[src/rtl/wphf_pkg.sv]
// ----------------------------------------------------------------------------
// Windowed peak-hold filter package
// Shared widths, register indexes, mode codes and the configuration bundle.
// ----------------------------------------------------------------------------
`default_nettype none

package wphf_pkg;

    localparam int unsigned DATA_W = 16;
    localparam int unsigned TIME_W = 32;
    localparam int unsigned MODE_W = 2;
    localparam int unsigned CIDX_W = 2;

    // Filter modes; the unused code behaves as windowed maximum
    localparam logic [MODE_W-1:0] MODE_MIN = 2'd0;
    localparam logic [MODE_W-1:0] MODE_MAX = 2'd1;
    localparam logic [MODE_W-1:0] MODE_DEV = 2'd2;

    // Configuration register indexes
    localparam logic [CIDX_W-1:0] REG_MODE      = 2'd0;
    localparam logic [CIDX_W-1:0] REG_THRESHOLD = 2'd1;
    localparam logic [CIDX_W-1:0] REG_VISIBLE   = 2'd2;

    // Item functions
    localparam logic FUNC_SAMPLE  = 1'b0;
    localparam logic FUNC_RESTART = 1'b1;

    // Bucket defaults and register reset values
    localparam logic [DATA_W-1:0] DFLT_MIN      = 16'hffff;
    localparam logic [DATA_W-1:0] DFLT_MAX      = 16'h0000;
    localparam logic [DATA_W-1:0] THRESHOLD_RST = 16'd2048;

    typedef struct packed {
        logic [MODE_W-1:0] mode;
        logic [DATA_W-1:0] threshold;
        logic [DATA_W-1:0] period;
    } t_cfg;

endpackage

`default_nettype wire

[src/rtl/wphf_cfg_regs.sv]
// ----------------------------------------------------------------------------
// Configuration registers
// Holds mode and threshold, and turns the window length into the bucket
// period with a constant reciprocal multiply at write time.
// ----------------------------------------------------------------------------
`default_nettype none

module wphf_cfg_regs #(
    parameter int unsigned BUCKETS = 8
) (
    input  wire logic                              i_clk,
    input  wire logic                              i_rst_n,
    input  wire logic                              i_wr,
    input  wire logic [wphf_pkg::CIDX_W-1:0]       i_index,
    input  wire logic [wphf_pkg::DATA_W-1:0]       i_data,
    output wphf_pkg::t_cfg                         o_cfg
);

    localparam int unsigned LG     = $clog2(BUCKETS);
    localparam int unsigned SHIFT  = wphf_pkg::DATA_W + LG;
    localparam int unsigned PROD_W = SHIFT + wphf_pkg::DATA_W;
    // ceil(2^SHIFT / BUCKETS) gives an exact quotient for every 16-bit value
    localparam longint unsigned RECIP_L =
        ((64'd1 << SHIFT) + BUCKETS - 1) / BUCKETS;
    localparam logic [wphf_pkg::DATA_W:0] RECIP = RECIP_L[wphf_pkg::DATA_W:0];

    logic [wphf_pkg::MODE_W-1:0] r_mode;
    logic [wphf_pkg::DATA_W-1:0] r_threshold;
    logic [wphf_pkg::DATA_W-1:0] r_period;
    logic [PROD_W-1:0]           n_prod;

    // Scale the written window length by the reciprocal of the bucket count
    assign n_prod = {{SHIFT{1'b0}}, i_data} * {{(SHIFT-1){1'b0}}, RECIP};

    // Write registers
    always_ff @(posedge i_clk) begin
        if (!i_rst_n) begin
            r_mode      <= wphf_pkg::MODE_MIN;
            r_threshold <= wphf_pkg::THRESHOLD_RST;
            r_period    <= '0;
        end else if (i_wr) begin
            case (i_index)
                wphf_pkg::REG_MODE:      r_mode      <= i_data[wphf_pkg::MODE_W-1:0];
                wphf_pkg::REG_THRESHOLD: r_threshold <= i_data;
                wphf_pkg::REG_VISIBLE:   r_period    <= n_prod[SHIFT +: wphf_pkg::DATA_W];
                default: begin
                end
            endcase
        end
    end

    assign o_cfg.mode      = r_mode;
    assign o_cfg.threshold = r_threshold;
    assign o_cfg.period    = r_period;

endmodule

`default_nettype wire

[src/rtl/wphf_peak_tree.sv]
// ----------------------------------------------------------------------------
// Peak comparator tree
// Balanced min or max tree over the folded sample and all bucket values.
// ----------------------------------------------------------------------------
`default_nettype none

module wphf_peak_tree #(
    parameter int unsigned N = 9
) (
    input  wire logic                        i_is_min,
    input  wire logic [wphf_pkg::DATA_W-1:0] i_vals [N],
    output      logic [wphf_pkg::DATA_W-1:0] o_peak
);

    localparam int unsigned LEAVES = 1 << $clog2(N);

    logic [wphf_pkg::DATA_W-1:0] node [1:2*LEAVES-1];
    logic [wphf_pkg::DATA_W-1:0] pad;

    // Unused leaves hold the neutral value of the selected operation
    assign pad = i_is_min ? wphf_pkg::DFLT_MIN : wphf_pkg::DFLT_MAX;

    for (genvar i = 0; i < LEAVES; i++) begin : g_leaf
        if (i < N) begin : g_val
            assign node[LEAVES+i] = i_vals[i];
        end else begin : g_pad
            assign node[LEAVES+i] = pad;
        end
    end

    // Reduce pairwise toward the root
    for (genvar j = 1; j < LEAVES; j++) begin : g_node
        assign node[j] = i_is_min
            ? ((node[2*j] < node[2*j+1]) ? node[2*j] : node[2*j+1])
            : ((node[2*j] > node[2*j+1]) ? node[2*j] : node[2*j+1]);
    end

    assign o_peak = node[1];

endmodule

`default_nettype wire

[src/rtl/windowed_peak_hold_filter.sv]
// ----------------------------------------------------------------------------
// Windowed peak-hold filter
// An item is held in the input register and a sample's result in the result
// register. Throughput: one item per cycle unless an untaken result stalls;
// the bucket comparator tree and ring update settle between the two registers.
// Reset: synchronous; buckets, index and schedule clear to zero, mode to
// windowed minimum, threshold to 2048, bucket period to zero.
// ----------------------------------------------------------------------------
`default_nettype none

module windowed_peak_hold_filter #(
    parameter int unsigned BUCKETS = 8
) (
    input  wire logic                        i_clk,
    input  wire logic                        i_rst_n,
    // Configuration write channel
    input  wire logic                        i_cfg_valid,
    output      logic                        o_cfg_ready,
    input  wire logic [wphf_pkg::CIDX_W-1:0] i_cfg_index,
    input  wire logic [wphf_pkg::DATA_W-1:0] i_cfg_data,
    // Input item channel
    input  wire logic                        i_in_valid,
    output      logic                        o_in_ready,
    input  wire logic                        i_func,
    input  wire logic [wphf_pkg::DATA_W-1:0] i_sample,
    input  wire logic [wphf_pkg::TIME_W-1:0] i_now_ms,
    // Result channel
    output      logic                        o_out_valid,
    input  wire logic                        i_out_ready,
    output      logic [wphf_pkg::DATA_W-1:0] o_window_value
);

    localparam int unsigned IW = $clog2(BUCKETS);

    wphf_pkg::t_cfg cfg;

    logic                        r_in_vld;
    logic                        r_in_func;
    logic [wphf_pkg::DATA_W-1:0] r_in_sample;
    logic [wphf_pkg::TIME_W-1:0] r_in_now;

    logic [wphf_pkg::DATA_W-1:0] r_bucket [BUCKETS];
    logic [IW-1:0]               r_idx;
    logic [wphf_pkg::TIME_W-1:0] r_next;

    logic                        r_out_vld;
    logic [wphf_pkg::DATA_W-1:0] r_out_data;

    logic                        proc;
    logic                        do_sample;
    logic                        do_restart;
    logic                        is_min;
    logic [wphf_pkg::DATA_W-1:0] dflt;
    logic [wphf_pkg::DATA_W-1:0] v;
    logic                        fold;
    logic                        adv;
    logic [IW-1:0]               n_idx_adv;
    logic [wphf_pkg::TIME_W-1:0] n_next;
    logic [wphf_pkg::DATA_W-1:0] tree_in [BUCKETS+1];
    logic [wphf_pkg::DATA_W-1:0] peak;

    // Configuration registers
    assign o_cfg_ready = 1'b1;

    wphf_cfg_regs #(
        .BUCKETS (BUCKETS)
    ) u_cfg (
        .i_clk   (i_clk),
        .i_rst_n (i_rst_n),
        .i_wr    (i_cfg_valid),
        .i_index (i_cfg_index),
        .i_data  (i_cfg_data),
        .o_cfg   (cfg)
    );

    // Process the held item when its result has room; a restart needs none
    assign proc       = r_in_vld && (r_in_func || !r_out_vld || i_out_ready);
    assign do_sample  = proc && (r_in_func == wphf_pkg::FUNC_SAMPLE);
    assign do_restart = proc && (r_in_func == wphf_pkg::FUNC_RESTART);
    assign o_in_ready = !r_in_vld || proc;

    assign is_min = (cfg.mode == wphf_pkg::MODE_MIN);
    assign dflt   = is_min ? wphf_pkg::DFLT_MIN : wphf_pkg::DFLT_MAX;

    // Transform sample to absolute deviation in threshold mode
    always_comb begin
        v = r_in_sample;
        if (cfg.mode == wphf_pkg::MODE_DEV) begin
            v = (r_in_sample >= cfg.threshold) ? (r_in_sample - cfg.threshold)
                                               : (cfg.threshold - r_in_sample);
        end
    end

    assign fold = is_min ? (v < r_bucket[r_idx]) : (v > r_bucket[r_idx]);

    // Advance schedule
    assign adv       = (r_next <= r_in_now);
    assign n_idx_adv = (r_idx == IW'(BUCKETS - 1)) ? '0 : r_idx + 1'b1;
    assign n_next    = r_in_now + {{(wphf_pkg::TIME_W-wphf_pkg::DATA_W){1'b0}}, cfg.period};

    // Peak over sample and all buckets
    assign tree_in[0] = v;
    for (genvar k = 0; k < BUCKETS; k++) begin : g_tree_in
        assign tree_in[k+1] = r_bucket[k];
    end

    wphf_peak_tree #(
        .N (BUCKETS + 1)
    ) u_tree (
        .i_is_min (is_min),
        .i_vals   (tree_in),
        .o_peak   (peak)
    );

    // Capture input transaction
    always_ff @(posedge i_clk) begin
        if (!i_rst_n) begin
            r_in_vld <= 1'b0;
        end else if (o_in_ready) begin
            r_in_vld <= i_in_valid;
        end
    end

    always_ff @(posedge i_clk) begin
        if (o_in_ready && i_in_valid) begin
            r_in_func   <= i_func;
            r_in_sample <= i_sample;
            r_in_now    <= i_now_ms;
        end
    end

    // Update bucket ring, index and schedule
    always_ff @(posedge i_clk) begin
        if (!i_rst_n) begin
            for (int k = 0; k < BUCKETS; k++) begin
                r_bucket[k] <= '0;
            end
            r_idx  <= '0;
            r_next <= '0;
        end else if (do_restart) begin
            for (int k = 0; k < BUCKETS; k++) begin
                r_bucket[k] <= dflt;
            end
            r_idx  <= '0;
            r_next <= n_next;
        end else if (do_sample) begin
            for (int k = 0; k < BUCKETS; k++) begin
                if (adv && (n_idx_adv == IW'(k))) begin
                    r_bucket[k] <= dflt;
                end else if (fold && (r_idx == IW'(k))) begin
                    r_bucket[k] <= v;
                end
            end
            if (adv) begin
                r_idx  <= n_idx_adv;
                r_next <= n_next;
            end
        end
    end

    // Hold result until taken
    always_ff @(posedge i_clk) begin
        if (!i_rst_n) begin
            r_out_vld <= 1'b0;
        end else if (do_sample) begin
            r_out_vld <= 1'b1;
        end else if (i_out_ready) begin
            r_out_vld <= 1'b0;
        end
    end

    always_ff @(posedge i_clk) begin
        if (do_sample) begin
            r_out_data <= peak;
        end
    end

    assign o_out_valid    = r_out_vld;
    assign o_window_value = r_out_data;

    // A restart returns the ring to its first bucket
    a_restart_idx: assert property (@(posedge i_clk) disable iff (!i_rst_n)
        do_restart |=> (r_idx == '0))
        else $error("bucket index not cleared by restart");

    // A fresh bucket after an advance holds the mode default
    a_adv_clear: assert property (@(posedge i_clk) disable iff (!i_rst_n)
        (do_sample && adv) |=> (r_bucket[r_idx] == $past(dflt)))
        else $error("advanced bucket not cleared");

    // Min result never exceeds the folded sample, max never falls below it
    a_min_bound: assert property (@(posedge i_clk) disable iff (!i_rst_n)
        (do_sample && is_min) |=> (r_out_data <= $past(v)))
        else $error("minimum above sample");

    a_max_bound: assert property (@(posedge i_clk) disable iff (!i_rst_n)
        (do_sample && !is_min) |=> (r_out_data >= $past(v)))
        else $error("maximum below sample");

endmodule

`default_nettype wire
[config.mk]
export PLATFORM = sky130hd
export DESIGN_NAME = windowed_peak_hold_filter
export DESIGN_NICKNAME = d
export VERILOG_FILES = /design/src/rtl/wphf_pkg.sv /design/src/rtl/wphf_cfg_regs.sv /design/src/rtl/wphf_peak_tree.sv /design/src/rtl/windowed_peak_hold_filter.sv
export SDC_FILE = /design/constraint.sdc
export NUM_CORES = 1
export LEC_CHECK = 0
export ABC_CLOCK_PERIOD_IN_PS = 24100
export BUFFER_PORTS_ARGS = -buffer_cell sky130_fd_sc_hd__buf_2
export CORE_AREA = 2 2 231 233
export CTS_BUF_LIST = sky130_fd_sc_hd__clkbuf_8
export DETAILED_ROUTE_END_ITERATION = 10
export DIE_AREA = 0 0 233 235
export SYNTH_ARGS = -nofsm -noshare
export SYNTH_HDL_FRONTEND = slang
export SYNTH_HIERARCHICAL = 1
export SYNTH_SLANG_ARGS = --single-unit
[constraint.sdc]
create_clock -name i_clk -period 24.1 [get_ports i_clk]
set_input_delay 2.41 -clock i_clk [delete_from_list [all_inputs] [get_ports i_clk]]
set_output_delay 2.41 -clock i_clk [all_outputs]
set_load 0.01 [all_outputs]
==> flow_summary.toml <==
[outcome]
status = "finished clean"

[synthesis]
synth_simple_gate_area_share_pct = 11.32
synth_top_family_by_area = "compound AO/OA/AOI/OAI gates"
synth-compound-area-share_pct = 18.54
ys_ff_latch = 264
synth_common_cells = "ha_1, inv_1, edfxtp_1"
synthArstFlopShare_pct = 0
synth.most_common_cell = "ha_1"
synth_mux_area_share_pct = 11.37
seq_area_frac_synth_pct = 34.86
yosys_warnings = 6
synthXorXnorAreaFrac_pct = 1.777
syn-instance-count = 2113
netlist.area_leader.share_pct = 27.99
yosys-top-cells-area = "edfxtp_1, ha_1, dfxtp_1"
ys_dominant_reg_cell = "edfxtp_1"
synth.largest_area_cell = "edfxtp_1"
synth_area_um2 = 20700
synth.distinct_cells = 101
synthAdderAreaFrac_pct = 15.28
synth_edf_count = 193
avgSynthCellArea_um2 = 9.799

[final_layout]
final_cells = 2913
area_delta_synth_final_pct = 9.753
nets = 2508
drive_gt1_share_pct = 13.44
fin_area_um2 = 22720
fillers = 4993

[floorplanning]
rows = 84
die_h_um = 235
dieArea_um2 = 54760
initial_core_util_pct = 39.64
core-area_um2 = 52240
die_w_um = 233
ios = 91

[setup_path]
cpPeakStageDelay_ps = 900
cp-startpoint = "r_in_sample[0]"
worst_setup_path_start_kind = "flop"
slowest_stage = "o21ai_1"
worst-endpoint-arrival_ps = 14220
crit_type = "reg -> reg"
critical_path.top_delay_family = "compound AO/OA/AOI/OAI gates"
r2r_start = "r_in_sample[0]"
end_kind = "flop"
cp.buffers_inverters = 5
path_max_fanout = 33
required_ps = 24560

[clock_network]
cts_buffers = 48
clock_latency_ps = 670
clkTransAtPathRegs_ps = 60
cts_setup_buffers = 0
root_buffer = "clkbuf_8"
cts_max_level = 2
cts_sinks = 264
ctsResizeCount = 0
cts_buffer_depth = 3
cts_tree = "yes"
holdBufCountCts = 0

[timing]
worstMarginPinSlew_ps = 1292
clock_skew_ps = 49.22
relSlewSlack_pct = 13.46
fmaxAchievable_ghz = 0.07265
rsz0062_at_grt = "no"
tns_ps = 0
period_share_pct = 57.12
slew_violations = 0
hold_slack_ps = 464.8
hold_viol = 0
min_period_ps = 13770
setup-violations-final = 0

[power]
peakVddDrop_mv = 0.04533
p_per_area_nw_per_um2 = 79.02
leakage_nw = 9.626

[detailed_routing]
drc = 0
wl_per_cell_um = 22.97
via_count = 17070
drtIter0Drc = 1454
drtAntennaViolNets = 0
first_pass_iters = 5
vias_per_cell = 5.860
wl_mm = 66.91

[grt]
grt_pass1_vias = 16920
grt-ovfl-total = 0
grt.met2_usage_pct = 39.89
met1_usage_pct = 31.17
grt.busiest_layer = "met2"
antenna_found_initial = 1
grt_usage_pct = 24.25
grt_use_met3_pct = 3.786
grt_max_degree = 82
grt_pass1_wl_mm = 101.3

[hold_path]
worstHoldStart = "u_cfg/r_threshold[15]"
hold_class = "reg -> reg"

[placed_design]
place_inst = 2823
port_buffers = 89
place_area_um2 = 21670
hpwl_mm = 50.54
place_congestion = 0.9671

[job]
max-cap-violations = 0
-- worst reg2reg max path, delay by kind of cell (launching register included) --
family / cells / cell delay (ps)
compound gates: 15 / 5030
xor+xnor: 1 / 90
fa+ha+maj: 6 / 1690
buf+inv: 5 / 580
flops: 1 / 430
mux: 3 / 1400
simple gates: 14 / 4340
-- stage by stage --
stage                     util [%]  setup WS (ps)  power (mW)
after floorplan                  -          12640       1.114
after global placement       41.48          10920       1.305
after detailed placement     41.48          10580       1.315
after CTS                    43.50          10530       1.797
after global routing         43.50           9577       1.904
final                        43.50          10330       1.796
-- worst paths after layout --
check                          end  slack [ps]  cells past startpoint
max reg2reg      o_window_value[7]       10330                     44
min          u_cfg/r_threshold[15]         460                      2
max              o_window_value[7]       10330                     44
min reg2reg  u_cfg/r_threshold[15]         460                      2
-- layout by cell type, fill, tap and decap left out, types with 37 or more instances in the layout --
master,instances
nor2_1,76
clkbuf_8,53
xnor2_1,37
buf_2,89
nand4_1,46
o21ai_0,177
edfxtp_1,193
nand2_1,127
a21oi_1,115
inv_1,235
nand3_1,46
dfxtp_1,70
ha_1,248
mux2i_1,124
-- power by group --
group	switching [mW]	total [mW]	internal, mW	leakage [nW]
registers	0.0363	0.578	0.542	2.53
clock network	0.209	0.477	0.269	0.569
logic	0.454	0.740	0.286	6.53
-- state kept, by name, summed over array words and instances, names as in the netlist, named ones only --
| name | count |
|---|---|
| r_idx | 3 |
| r_in_now | 32 |
| o_out_valid | 1 |
| r_in_vld | 1 |
| r_in_sample | 16 |
| r_in_func | 1 |
| u_cfg/r_threshold | 16 |
| u_cfg/r_mode | 2 |
| u_cfg/r_period | 13 |
| o_window_value | 16 |
| r_next | 32 |
| r_bucket | 128 |
-- layer usage --
metal / wire, um / vias up
li1: - / 8032
met1: 28290 / 8278
met2: 31270 / 619
met3: 4379 / 140
met4: 2967 / 0
met5: 0 / -
-- cell families after synthesis --
logic type | count (synthesis)
other cells | 2
fa+ha+maj | 251
compound gates | 589
simple gates | 456
mux | 189
buf+inv | 320
flops | 264
xor+xnor | 42
-- layout make-up --
class	instances	area, um2	share of cell area [%]
diodes	1	2.502	0.01101
clock buffers	53	729.5	3.210
clock inverters	36	324.1	1.426
inverters	227	852.1	3.750
multi-input cells	1531	12110	53.30
flip-flops and latches	264	7218	31.76
well taps	688	860.8	3.788
repair buffers	113	625.6	2.753
(Power assumes the default switching activity.)
